==> src/lfw_pkg.sv <==
package lfw_pkg;

  // fixed field widths
  localparam int CHAR_W = 8;
  localparam int COL_W  = 8;

  // defaults
  localparam int              WINDOW_DEFAULT   = 10;
  localparam logic [COL_W-1:0] LINE_WIDTH_RESET = 8'd40;

  // character codes
  localparam logic [CHAR_W-1:0] CH_NEWLINE = 8'd10;
  localparam logic [CHAR_W-1:0] CH_TAB     = 8'd9;
  localparam logic [CHAR_W-1:0] CH_BLANK   = 8'd32;
  localparam logic [CHAR_W-1:0] CH_HYPHEN  = 8'd45;

  // which symbol goes into the output register
  typedef enum logic [1:0] {
    SYM_CUR,
    SYM_NL,
    SYM_HY
  } sym_sel_t;

  // controller to datapath
  typedef struct packed {
    logic     cap;
    logic     step;
    logic     rd;
    logic     pop;
    logic     ld_buf;
    logic     ld_sym;
    sym_sel_t sym_sel;
    logic     out_last;
    logic     clear;
    logic     fold_fin;
    logic     cnt_ld_e;
    logic     cnt_dec;
  } cmd_t;

  // datapath to controller
  typedef struct packed {
    logic is_nl;
    logic pass;
    logic fold;
    logic fold_blank;
    logic cnt_zero;
    logic cnt_one;
    logic e_zero;
    logic out_free;
  } stat_t;

endpackage

==> src/lfw_in_if.sv <==
interface lfw_in_if;
  logic                      valid;
  logic                      ready;
  logic [lfw_pkg::CHAR_W-1:0] in_char;

  modport source (output valid, output in_char, input ready);
  modport sink (input valid, input in_char, output ready);
endinterface

==> src/lfw_out_if.sv <==
interface lfw_out_if;
  logic                      valid;
  logic                      ready;
  logic [lfw_pkg::CHAR_W-1:0] out_char;
  logic                      last;

  modport source (output valid, output out_char, output last, input ready);
  modport sink (input valid, input out_char, input last, output ready);
endinterface

==> src/line_fold_wrap_top.sv <==
// Line folder: takes one character word at a time and emits the text folded
// at line_width columns, breaking at the last blank or tab of the final
// WINDOW+1 columns, or with a hyphen when there is none. A character that
// passes straight through is captured, then decided and loaded into the
// output register, with a stall while that register is still full; a
// character that is only held gives no word. A fold or a newline flushes the
// hold buffer, which is a single-port memory with registered read, so each
// buffered character is read, then loaded, and each newline or hyphen is
// inserted directly; no input is taken during a fold or flush. The output
// register lets the next character be accepted while the last word still
// waits downstream. line_width is written through cfg_we and cfg_wdata; the
// user must write it only while the block is idle, the block does not enforce this.
module line_fold_wrap_top #(
  parameter int WINDOW = lfw_pkg::WINDOW_DEFAULT
) (
  input  logic                      clk,
  input  logic                      rst,
  input  logic                      cfg_we,
  input  logic [lfw_pkg::COL_W-1:0] cfg_wdata,
  lfw_in_if.sink                    char_in,
  lfw_out_if.source                 char_out
);

  lfw_pkg::cmd_t  cmd;
  lfw_pkg::stat_t stat;

  lfw_ctrl u_ctrl (
    .clk      (clk),
    .rst      (rst),
    .in_valid (char_in.valid),
    .in_ready (char_in.ready),
    .stat     (stat),
    .cmd      (cmd)
  );

  lfw_dp #(
    .WINDOW (WINDOW)
  ) u_dp (
    .clk       (clk),
    .rst       (rst),
    .cfg_we    (cfg_we),
    .cfg_wdata (cfg_wdata),
    .in_char   (char_in.in_char),
    .out_ready (char_out.ready),
    .out_valid (char_out.valid),
    .out_char  (char_out.out_char),
    .out_last  (char_out.last),
    .cmd       (cmd),
    .stat      (stat)
  );

endmodule

==> src/lfw_ctrl.sv <==
module lfw_ctrl (
  input  logic           clk,
  input  logic           rst,
  input  logic           in_valid,
  output logic           in_ready,
  input  lfw_pkg::stat_t stat,
  output lfw_pkg::cmd_t  cmd
);

  typedef enum logic [2:0] {
    S_IDLE,
    S_DECIDE,
    S_PASS_OUT,
    S_RUN,
    S_FETCH,
    S_DROP,
    S_HYPH,
    S_NL_OUT
  } state_t;

  typedef enum logic [1:0] {
    PH_NEWLINE,
    PH_BLANK,
    PH_HYPHEN,
    PH_CARRY
  } phase_t;

  state_t state, state_next;
  phase_t phase, phase_next;

  // no word is taken while reset is held
  assign in_ready = (state == S_IDLE) && !rst;

  // sequencing and commands
  always_comb begin
    state_next   = state;
    phase_next   = phase;
    cmd          = '0;
    cmd.sym_sel  = lfw_pkg::SYM_CUR;
    case (state)
      S_IDLE: begin
        if (in_valid && !rst) begin
          cmd.cap    = 1'b1;
          state_next = S_DECIDE;
        end
      end
      S_DECIDE: begin
        cmd.step = 1'b1;
        if (stat.is_nl) begin
          phase_next = PH_NEWLINE;
          state_next = S_RUN;
        end else if (stat.pass) begin
          if (stat.out_free) begin
            cmd.ld_sym   = 1'b1;
            cmd.sym_sel  = lfw_pkg::SYM_CUR;
            cmd.out_last = 1'b1;
            state_next   = S_IDLE;
          end else begin
            state_next = S_PASS_OUT;
          end
        end else if (stat.fold) begin
          phase_next = stat.fold_blank ? PH_BLANK : PH_HYPHEN;
          state_next = S_RUN;
        end else begin
          state_next = S_IDLE;
        end
      end
      S_PASS_OUT: begin
        if (stat.out_free) begin
          cmd.ld_sym   = 1'b1;
          cmd.sym_sel  = lfw_pkg::SYM_CUR;
          cmd.out_last = 1'b1;
          state_next   = S_IDLE;
        end
      end
      S_RUN: begin
        if (stat.cnt_zero) begin
          case (phase)
            PH_NEWLINE: state_next = S_NL_OUT;
            PH_BLANK:   state_next = S_DROP;
            PH_HYPHEN:  state_next = S_HYPH;
            default:    state_next = S_IDLE;
          endcase
        end else begin
          cmd.rd     = 1'b1;
          state_next = S_FETCH;
        end
      end
      S_FETCH: begin
        if (stat.out_free) begin
          cmd.ld_buf   = 1'b1;
          cmd.out_last = (phase == PH_CARRY) && stat.cnt_one;
          cmd.pop      = 1'b1;
          cmd.cnt_dec  = 1'b1;
          state_next   = S_RUN;
        end
      end
      S_DROP: begin
        // the break blank itself is replaced by the newline
        cmd.pop    = 1'b1;
        state_next = S_NL_OUT;
      end
      S_HYPH: begin
        if (stat.out_free) begin
          cmd.ld_sym  = 1'b1;
          cmd.sym_sel = lfw_pkg::SYM_HY;
          state_next  = S_NL_OUT;
        end
      end
      S_NL_OUT: begin
        if (stat.out_free) begin
          cmd.ld_sym   = 1'b1;
          cmd.sym_sel  = lfw_pkg::SYM_NL;
          cmd.out_last = (phase == PH_NEWLINE) || stat.e_zero;
          if (phase == PH_NEWLINE) begin
            cmd.clear  = 1'b1;
            state_next = S_IDLE;
          end else begin
            cmd.fold_fin = 1'b1;
            cmd.cnt_ld_e = 1'b1;
            if (stat.e_zero) begin
              state_next = S_IDLE;
            end else begin
              phase_next = PH_CARRY;
              state_next = S_RUN;
            end
          end
        end
      end
      default: state_next = S_IDLE;
    endcase
  end

  // state register
  always_ff @(posedge clk) begin
    if (rst) begin
      state <= S_IDLE;
      phase <= PH_NEWLINE;
    end else begin
      state <= state_next;
      phase <= phase_next;
    end
  end

endmodule

==> src/lfw_dp.sv <==
module lfw_dp #(
  parameter int WINDOW = lfw_pkg::WINDOW_DEFAULT
) (
  input  logic                       clk,
  input  logic                       rst,
  input  logic                       cfg_we,
  input  logic [lfw_pkg::COL_W-1:0]  cfg_wdata,
  input  logic [lfw_pkg::CHAR_W-1:0] in_char,
  input  logic                       out_ready,
  output logic                       out_valid,
  output logic [lfw_pkg::CHAR_W-1:0] out_char,
  output logic                       out_last,
  input  lfw_pkg::cmd_t              cmd,
  output lfw_pkg::stat_t             stat
);

  localparam int DEPTH = WINDOW + 1;
  localparam int CW    = $clog2(DEPTH + 1);
  localparam int IW    = $clog2(DEPTH);
  localparam int SW    = $clog2(2 * DEPTH);
  localparam int COLW  = lfw_pkg::COL_W;
  localparam logic [COLW-1:0] DEPTH_C = COLW'(DEPTH);
  localparam logic [COLW-1:0] WIN_C   = COLW'(WINDOW);
  localparam logic [CW-1:0]   FULL_C  = CW'(DEPTH);

  // configuration and line state
  logic [COLW-1:0]           line_width;
  logic [COLW-1:0]           col;
  logic                      wact;
  logic [IW-1:0]             hd;
  logic [CW-1:0]             hc;
  logic [CW-1:0]             brel;
  logic                      bseen;
  logic [CW-1:0]             cnt;
  logic [CW-1:0]             t_reg;
  logic [CW-1:0]             e_reg;
  logic [lfw_pkg::CHAR_W-1:0] cur;

  // circular hold buffer
  logic [lfw_pkg::CHAR_W-1:0] mem [DEPTH];
  logic [lfw_pkg::CHAR_W-1:0] rdata;

  // decision terms for the captured character
  logic [COLW-1:0] w_eff, thr, thr_m1, colp;
  logic            blank_cur, hc_full, pass, fold, bseen_new;
  logic [CW-1:0]   hc_new, brel_new, t_new, e_new, cnt_init;
  logic [SW-1:0]   wsum;
  logic [IW-1:0]   waddr;

  always_comb begin
    w_eff     = (line_width < DEPTH_C) ? DEPTH_C : line_width;
    thr       = w_eff - WIN_C;
    thr_m1    = thr - COLW'(1);
    colp      = (col == {COLW{1'b1}}) ? col : col + COLW'(1);
    pass      = !wact && (colp < thr);
    blank_cur = (cur == lfw_pkg::CH_BLANK) || (cur == lfw_pkg::CH_TAB);
    hc_full   = (hc == FULL_C);
    hc_new    = hc_full ? hc : hc + CW'(1);
    brel_new  = blank_cur ? hc : brel;
    bseen_new = bseen || blank_cur;
    fold      = (colp >= w_eff) || (hc_new == FULL_C);
    t_new     = bseen_new ? (hc_new - brel_new - CW'(1)) : CW'(1);
    e_new     = (COLW'(t_new) < thr_m1) ? t_new : CW'(thr_m1);
    if (cur == lfw_pkg::CH_NEWLINE) begin
      cnt_init = hc;
    end else if (bseen_new) begin
      cnt_init = brel_new;
    end else begin
      cnt_init = hc_new - CW'(1);
    end
    wsum  = SW'(hd) + SW'(hc);
    waddr = (wsum >= SW'(DEPTH)) ? IW'(wsum - SW'(DEPTH)) : IW'(wsum);
  end

  // status
  always_comb begin
    stat.is_nl      = (cur == lfw_pkg::CH_NEWLINE);
    stat.pass       = pass;
    stat.fold       = fold;
    stat.fold_blank = bseen_new;
    stat.cnt_zero   = (cnt == '0);
    stat.cnt_one    = (cnt == CW'(1));
    stat.e_zero     = (e_reg == '0);
    stat.out_free   = !out_valid || out_ready;
  end

  // configuration register
  always_ff @(posedge clk) begin
    if (rst) begin
      line_width <= lfw_pkg::LINE_WIDTH_RESET;
    end else if (cfg_we) begin
      line_width <= cfg_wdata;
    end
  end

  // input capture
  always_ff @(posedge clk) begin
    if (cmd.cap) begin
      cur <= in_char;
    end
  end

  // buffer write on hold, registered read at the head
  always_ff @(posedge clk) begin
    if (cmd.step && !stat.is_nl && !pass && !hc_full) begin
      mem[waddr] <= cur;
    end
    if (cmd.rd) begin
      rdata <= mem[hd];
    end
  end

  // line state
  always_ff @(posedge clk) begin
    if (rst) begin
      col   <= '0;
      wact  <= 1'b0;
      hd    <= '0;
      hc    <= '0;
      brel  <= '0;
      bseen <= 1'b0;
      cnt   <= '0;
    end else begin
      if (cmd.step) begin
        cnt <= cnt_init;
        if (!stat.is_nl) begin
          col <= colp;
          if (!pass) begin
            wact  <= 1'b1;
            hc    <= hc_new;
            brel  <= brel_new;
            bseen <= bseen_new;
          end
        end
      end
      if (cmd.pop) begin
        hd <= (hd == IW'(DEPTH - 1)) ? '0 : hd + IW'(1);
        hc <= hc - CW'(1);
      end
      if (cmd.cnt_dec) begin
        cnt <= cnt - CW'(1);
      end
      if (cmd.cnt_ld_e) begin
        cnt <= e_reg;
      end
      // carried tail starts the new line
      if (cmd.fold_fin) begin
        col   <= COLW'(t_reg);
        wact  <= (COLW'(t_reg) >= thr);
        brel  <= '0;
        bseen <= 1'b0;
      end
      if (cmd.clear) begin
        col   <= '0;
        wact  <= 1'b0;
        hc    <= '0;
        brel  <= '0;
        bseen <= 1'b0;
      end
    end
  end

  // tail length and emitted part, captured at the decision
  always_ff @(posedge clk) begin
    if (cmd.step) begin
      t_reg <= t_new;
      e_reg <= e_new;
    end
  end

  // output register
  always_ff @(posedge clk) begin
    if (rst) begin
      out_valid <= 1'b0;
    end else if (cmd.ld_buf || cmd.ld_sym) begin
      out_valid <= 1'b1;
    end else if (out_ready) begin
      out_valid <= 1'b0;
    end
  end

  always_ff @(posedge clk) begin
    if (cmd.ld_buf) begin
      out_char <= rdata;
      out_last <= cmd.out_last;
    end else if (cmd.ld_sym) begin
      case (cmd.sym_sel)
        lfw_pkg::SYM_NL: out_char <= lfw_pkg::CH_NEWLINE;
        lfw_pkg::SYM_HY: out_char <= lfw_pkg::CH_HYPHEN;
        default:         out_char <= cur;
      endcase
      out_last <= cmd.out_last;
    end
  end

endmodule
==> src/flat_wrapper.sv <==
// flat-port wrapper written by rule: the top's interface ports become plain ports
module line_fold_wrap_top_flat 
#(
  parameter int WINDOW = lfw_pkg::WINDOW_DEFAULT
)
  (clk, rst, cfg_we, cfg_wdata, char_in_valid, char_in_in_char, char_in_ready, char_out_valid, char_out_out_char, char_out_last, char_out_ready);
  lfw_in_if char_in_i ();
  lfw_out_if char_out_i ();
  input  logic clk;
  input  logic rst;
  input  logic cfg_we;
  input  logic [lfw_pkg::COL_W-1:0] cfg_wdata;
  input wire logic [$bits(char_in_i.valid)-1:0] char_in_valid;
  input wire logic [$bits(char_in_i.in_char)-1:0] char_in_in_char;
  output wire logic [$bits(char_in_i.ready)-1:0] char_in_ready;
  output wire logic [$bits(char_out_i.valid)-1:0] char_out_valid;
  output wire logic [$bits(char_out_i.out_char)-1:0] char_out_out_char;
  output wire logic [$bits(char_out_i.last)-1:0] char_out_last;
  input wire logic [$bits(char_out_i.ready)-1:0] char_out_ready;
  assign char_in_i.valid = char_in_valid;
  assign char_in_i.in_char = char_in_in_char;
  assign char_in_ready = char_in_i.ready;
  assign char_out_valid = char_out_i.valid;
  assign char_out_out_char = char_out_i.out_char;
  assign char_out_last = char_out_i.last;
  assign char_out_i.ready = char_out_ready;
  line_fold_wrap_top #(.WINDOW(WINDOW)) u_core (.clk(clk), .rst(rst), .cfg_we(cfg_we), .cfg_wdata(cfg_wdata), .char_in(char_in_i), .char_out(char_out_i));
endmodule
==> config.mk <==
export PLATFORM = sky130hd
export DESIGN_NAME = line_fold_wrap_top_flat
export DESIGN_NICKNAME = d
export VERILOG_FILES = /design/src/lfw_pkg.sv /design/src/lfw_in_if.sv /design/src/lfw_out_if.sv /design/src/line_fold_wrap_top.sv /design/src/lfw_ctrl.sv /design/src/lfw_dp.sv /design/src/flat_wrapper.sv
export SDC_FILE = /design/constraint.sdc
export NUM_CORES = 1
export LEC_CHECK = 0
export BUFFER_PORTS_ARGS = -buffer_cell sky130_fd_sc_hd__buf_4
export CORE_ASPECT_RATIO = 1.2
export CORE_MARGIN = 2
export CORE_UTILIZATION = 60
export CTS_CLUSTER_SIZE = 40
export DETAILED_ROUTE_END_ITERATION = 7
export PLACE_DENSITY = 0.8
export SLEW_MARGIN = 20
export SYNTH_ARGS = -nofsm -noshare
export SYNTH_HDL_FRONTEND = slang
export SYNTH_SLANG_ARGS = --single-unit
==> constraint.sdc <==
create_clock -name clk -period 6.8 [get_ports clk]
set_input_delay 0.34 -clock clk [delete_from_list [all_inputs] [get_ports clk]]
set_output_delay 0.34 -clock clk [all_outputs]
set_load 0.005 [all_outputs]
==> flow_summary.json <==
{
  "cap_violations": 0,
  "syn_inst": 735,
  "detail_route.iter0.violations": 663,
  "rsz0062_at_grt": "false",
  "cts_resized": 0,
  "ys.flop_type": "edfxtp_1",
  "ys_ff_latch": 161,
  "setup_viol": 0,
  "synth_edf_count": 121,
  "path_max_fanout": 13,
  "drtAntennaViolNets": 0,
  "hold_path.class": "primary input to flip-flop",
  "startpoint_type": "flip-flop",
  "syn-num-nets": 799,
  "fill_cells": 976,
  "die_w_um": 111.6,
  "period_share_pct": 76.50,
  "die_h_um": 133.2,
  "worstPathCellList": "or4_4 -> a211oi_2 -> mux2i_1 -> ha_1 -> a21o_1 -> a21oi_1 -> xor2_1 -> mux2_2 -> a22oi_1 -> inv_1 -> ha_1 -> nor2_1 -> nor2_1 -> o311ai_4 -> mux2_4",
  "fmax_mhz": 192.2,
  "wl_um": 20080,
  "clk_latency_ns": 0.43,
  "power_mw": 2.206,
  "synth_top_area_cell": "edfxtp_1",
  "drc": 0,
  "synth.distinct_cells": 72,
  "regMostFlops": "u_core.u_dp.mem",
  "root_buffer": "clkbuf_16",
  "synth_async_sr_flop_share_pct": 0,
  "multi_input_area_um2": 3679,
  "wl_per_cell_um": 21.09,
  "synth.area.top_cells": "edfxtp_1 44%, dfxtp_1 9.6%, ha_1 6.1%",
  "fin_setup_tns_ns": 0,
  "die-area_um2": 14870,
  "synth.avg_cell_area_um2": 11.35,
  "place.gp.congestion": 0.9189,
  "grt_pass1_wl_um": 32020,
  "area.growth.synth_to_final_pct": 12.39,
  "via_per_inst": 6.483,
  "cts_hold_buf": 0,
  "yosysMostFrequentCell": "edfxtp_1",
  "grt_start_max_net_pins": 40,
  "clk_pin_slew_ns": 0.07,
  "rows": 47,
  "synth_commonest_cells": "121 x edfxtp_1, 76 x nand2_1, 58 x nor2_1",
  "cts_buffers": 17,
  "slew_viol_final": 0,
  "fp.coreArea_um2": 13700,
  "port_buffers": 31,
  "rrSetupSlack_ns": 1.60,
  "worst_slew_pin_slew_ns": 1.102,
  "yosysWarnings": 0,
  "first_pass_iters": 5,
  "power.leakage_nw": 3.433,
  "grt_pass1_vias": 5931,
  "end_kind": "flip-flop",
  "grt_antenna_before_repair": 1,
  "cts_tree": "yes",
  "clock_tree.htree_level_count": 4,
  "fin_nets": 832,
  "seqCellArea_um2": 4436,
  "yosysTopAreaCellShare_pct": 43.56,
  "clockBufferDepth": 2,
  "crit_arrival_ns": 5.38,
  "cp.required_ns": 6.98,
  "powerDensity_nw_per_um2": 235.3,
  "initial_utilization_pct": 60.88,
  "peakVddDrop_mv": 0.1656,
  "status": "completed",
  "overflow": 0,
  "largest_reg_flops": 88,
  "worst_path_largest_cell_delay_ns": 0.69,
  "fin_worst_skew_ns": 0.01167,
  "place_hpwl_um": 14320,
  "track_usage_pct": 27.97,
  "detailroute.via_count": 6172,
  "drive_above_1_share_pct": 14.87,
  "crit_type": "flip-flop to flip-flop",
  "fin_crit_ns": 5.202,
  "numClockSinks": 161,
  "hold_viol_final": 0,
  "pin_count": 32,
  "netlist_area_um2": 8342,
  "yosysSeqAreaShare_pct": 53.16,
  "relSlewSlack_pct": 25.88,
  "cp_slowest_cell": "a211oi_2",
  "postCtsSetupBuffers": 0
}
==> path summary, 6_finish.rpt <==
| check | startpoint | endpoint | cells after the start |
|---|---|---|---|
| max | u_core.u_dp.cur[2] | u_core.u_dp.e_reg[1] | 15 |
| min | char_in_in_char[6] | u_core.u_dp.cur[6] | 1 |
| max reg2reg | u_core.u_dp.cur[2] | u_core.u_dp.e_reg[1] | 15 |
| min reg2reg | u_core.u_dp.col[4] | u_core.u_dp.col[4] | 2 |
==> cells in the final DEF, fill, tap and decap left out, types with 3 or more instances in the layout <==
cell type / synthesis / routed
mux2_2: 4 / 4
a21boi_0: 4 / 4
nor2_1: 58 / 58
nand3_1: 11 / 11
a21oi_1: 46 / 46
mux2_4: 3 / 3
a21o_1: 8 / 8
nor4_1: 13 / 11
buf_4: 1 / 44
xor2_1: 7 / 7
nand2_1: 76 / 76
nand2b_1: 11 / 11
ha_1: 41 / 41
a211oi_1: 12 / 12
a22oi_1: 5 / 5
o21ai_1: 5 / 5
inv_6: 0 / 7
and2_1: 3 / 3
o211ai_1: 5 / 5
clkbuf_16: 0 / 17
o21a_1: 6 / 6
or3_1: 3 / 3
mux2i_1: 34 / 34
nor2b_1: 13 / 13
nor3_1: 13 / 13
and3_1: 7 / 7
o21ai_0: 41 / 41
xnor2_1: 7 / 7
mux4_2: 16 / 16
dfxtp_1: 40 / 39
edfxtp_1: 121 / 121
a31oi_1: 8 / 8
inv_1: 32 / 32
o22ai_1: 5 / 5
==> layout make-up <==
class | instances | share of cell area [%]
antenna | 1 | 0.02669
clock buffer | 17 | 4.538
clock inverter | 14 | 1.762
inverter | 33 | 1.321
multi-input combinational | 511 | 39.24
sequential | 161 | 47.31
tap | 171 | 2.282
timing repair buffer | 44 | 3.523
==> critical path: cells and delay by family, from the launching register on <==
family	cells	cell delay, ns
compound gates	5	1.49
flops	1	0.56
fa+ha+maj	2	0.60
buf+inv	1	0.11
simple gates	3	0.83
xor+xnor	1	0.24
mux	3	1.14
==> per-stage QoR <==
step	hold WS, ns	utilization (%)	instances	worst slack [ns]	cell area (um2)
2_1_floorplan	0.4389	-	735	2.438	8342
3_3_place_gp	0.4687	64.00	920	1.920	8770
3_5_place_dp	0.4787	64.09	920	1.678	8782
4_1_cts	0.07257	68.40	951	1.650	9373
5_1_grt	0.07104	68.40	951	1.321	9373
6_report	0.08217	68.42	952	1.598	9375
==> where the power goes <==
| group | leakage [nW] | total, mW | internal (mW) | switching [mW] |
|---|---|---|---|---|
| sequential | 1.42 | 1.09 | 1.07 | 0.0195 |
| clock | 0.290 | 0.964 | 0.551 | 0.412 |
| combinational | 1.73 | 0.153 | 0.0612 | 0.0917 |
==> per-layer routing <==
| metal | GRT usage [%] | wire (um) | vias to the layer above |
|---|---|---|---|
| met2 | 46.30 | 10030 | 283 |
| met3 | 5.823 | 1437 | 50 |
| met5 | 0 | 0 | - |
| li1 | - | - | 2812 |
| met4 | 10.77 | 590 | 0 |
| met1 | 36.55 | 8024 | 3027 |
==> kinds of logic (layout without fill, tap and decap cells) <==
logic type | after synthesis | after routing | synth area share (%)
other | 0 | 1 | 0
AO/OA/AOI/OAI | 174 | 174 | 13.68
buffers and inverters | 63 | 108 | 2.895
AND/OR/NAND/NOR | 222 | 222 | 12.57
multiplexers | 57 | 57 | 9.480
flip-flops | 161 | 161 | 53.16
XOR/XNOR | 14 | 14 | 1.470
adder cells (fa/ha/maj) | 44 | 44 | 6.750
Note: power is estimated with default switching activity, not from simulation.
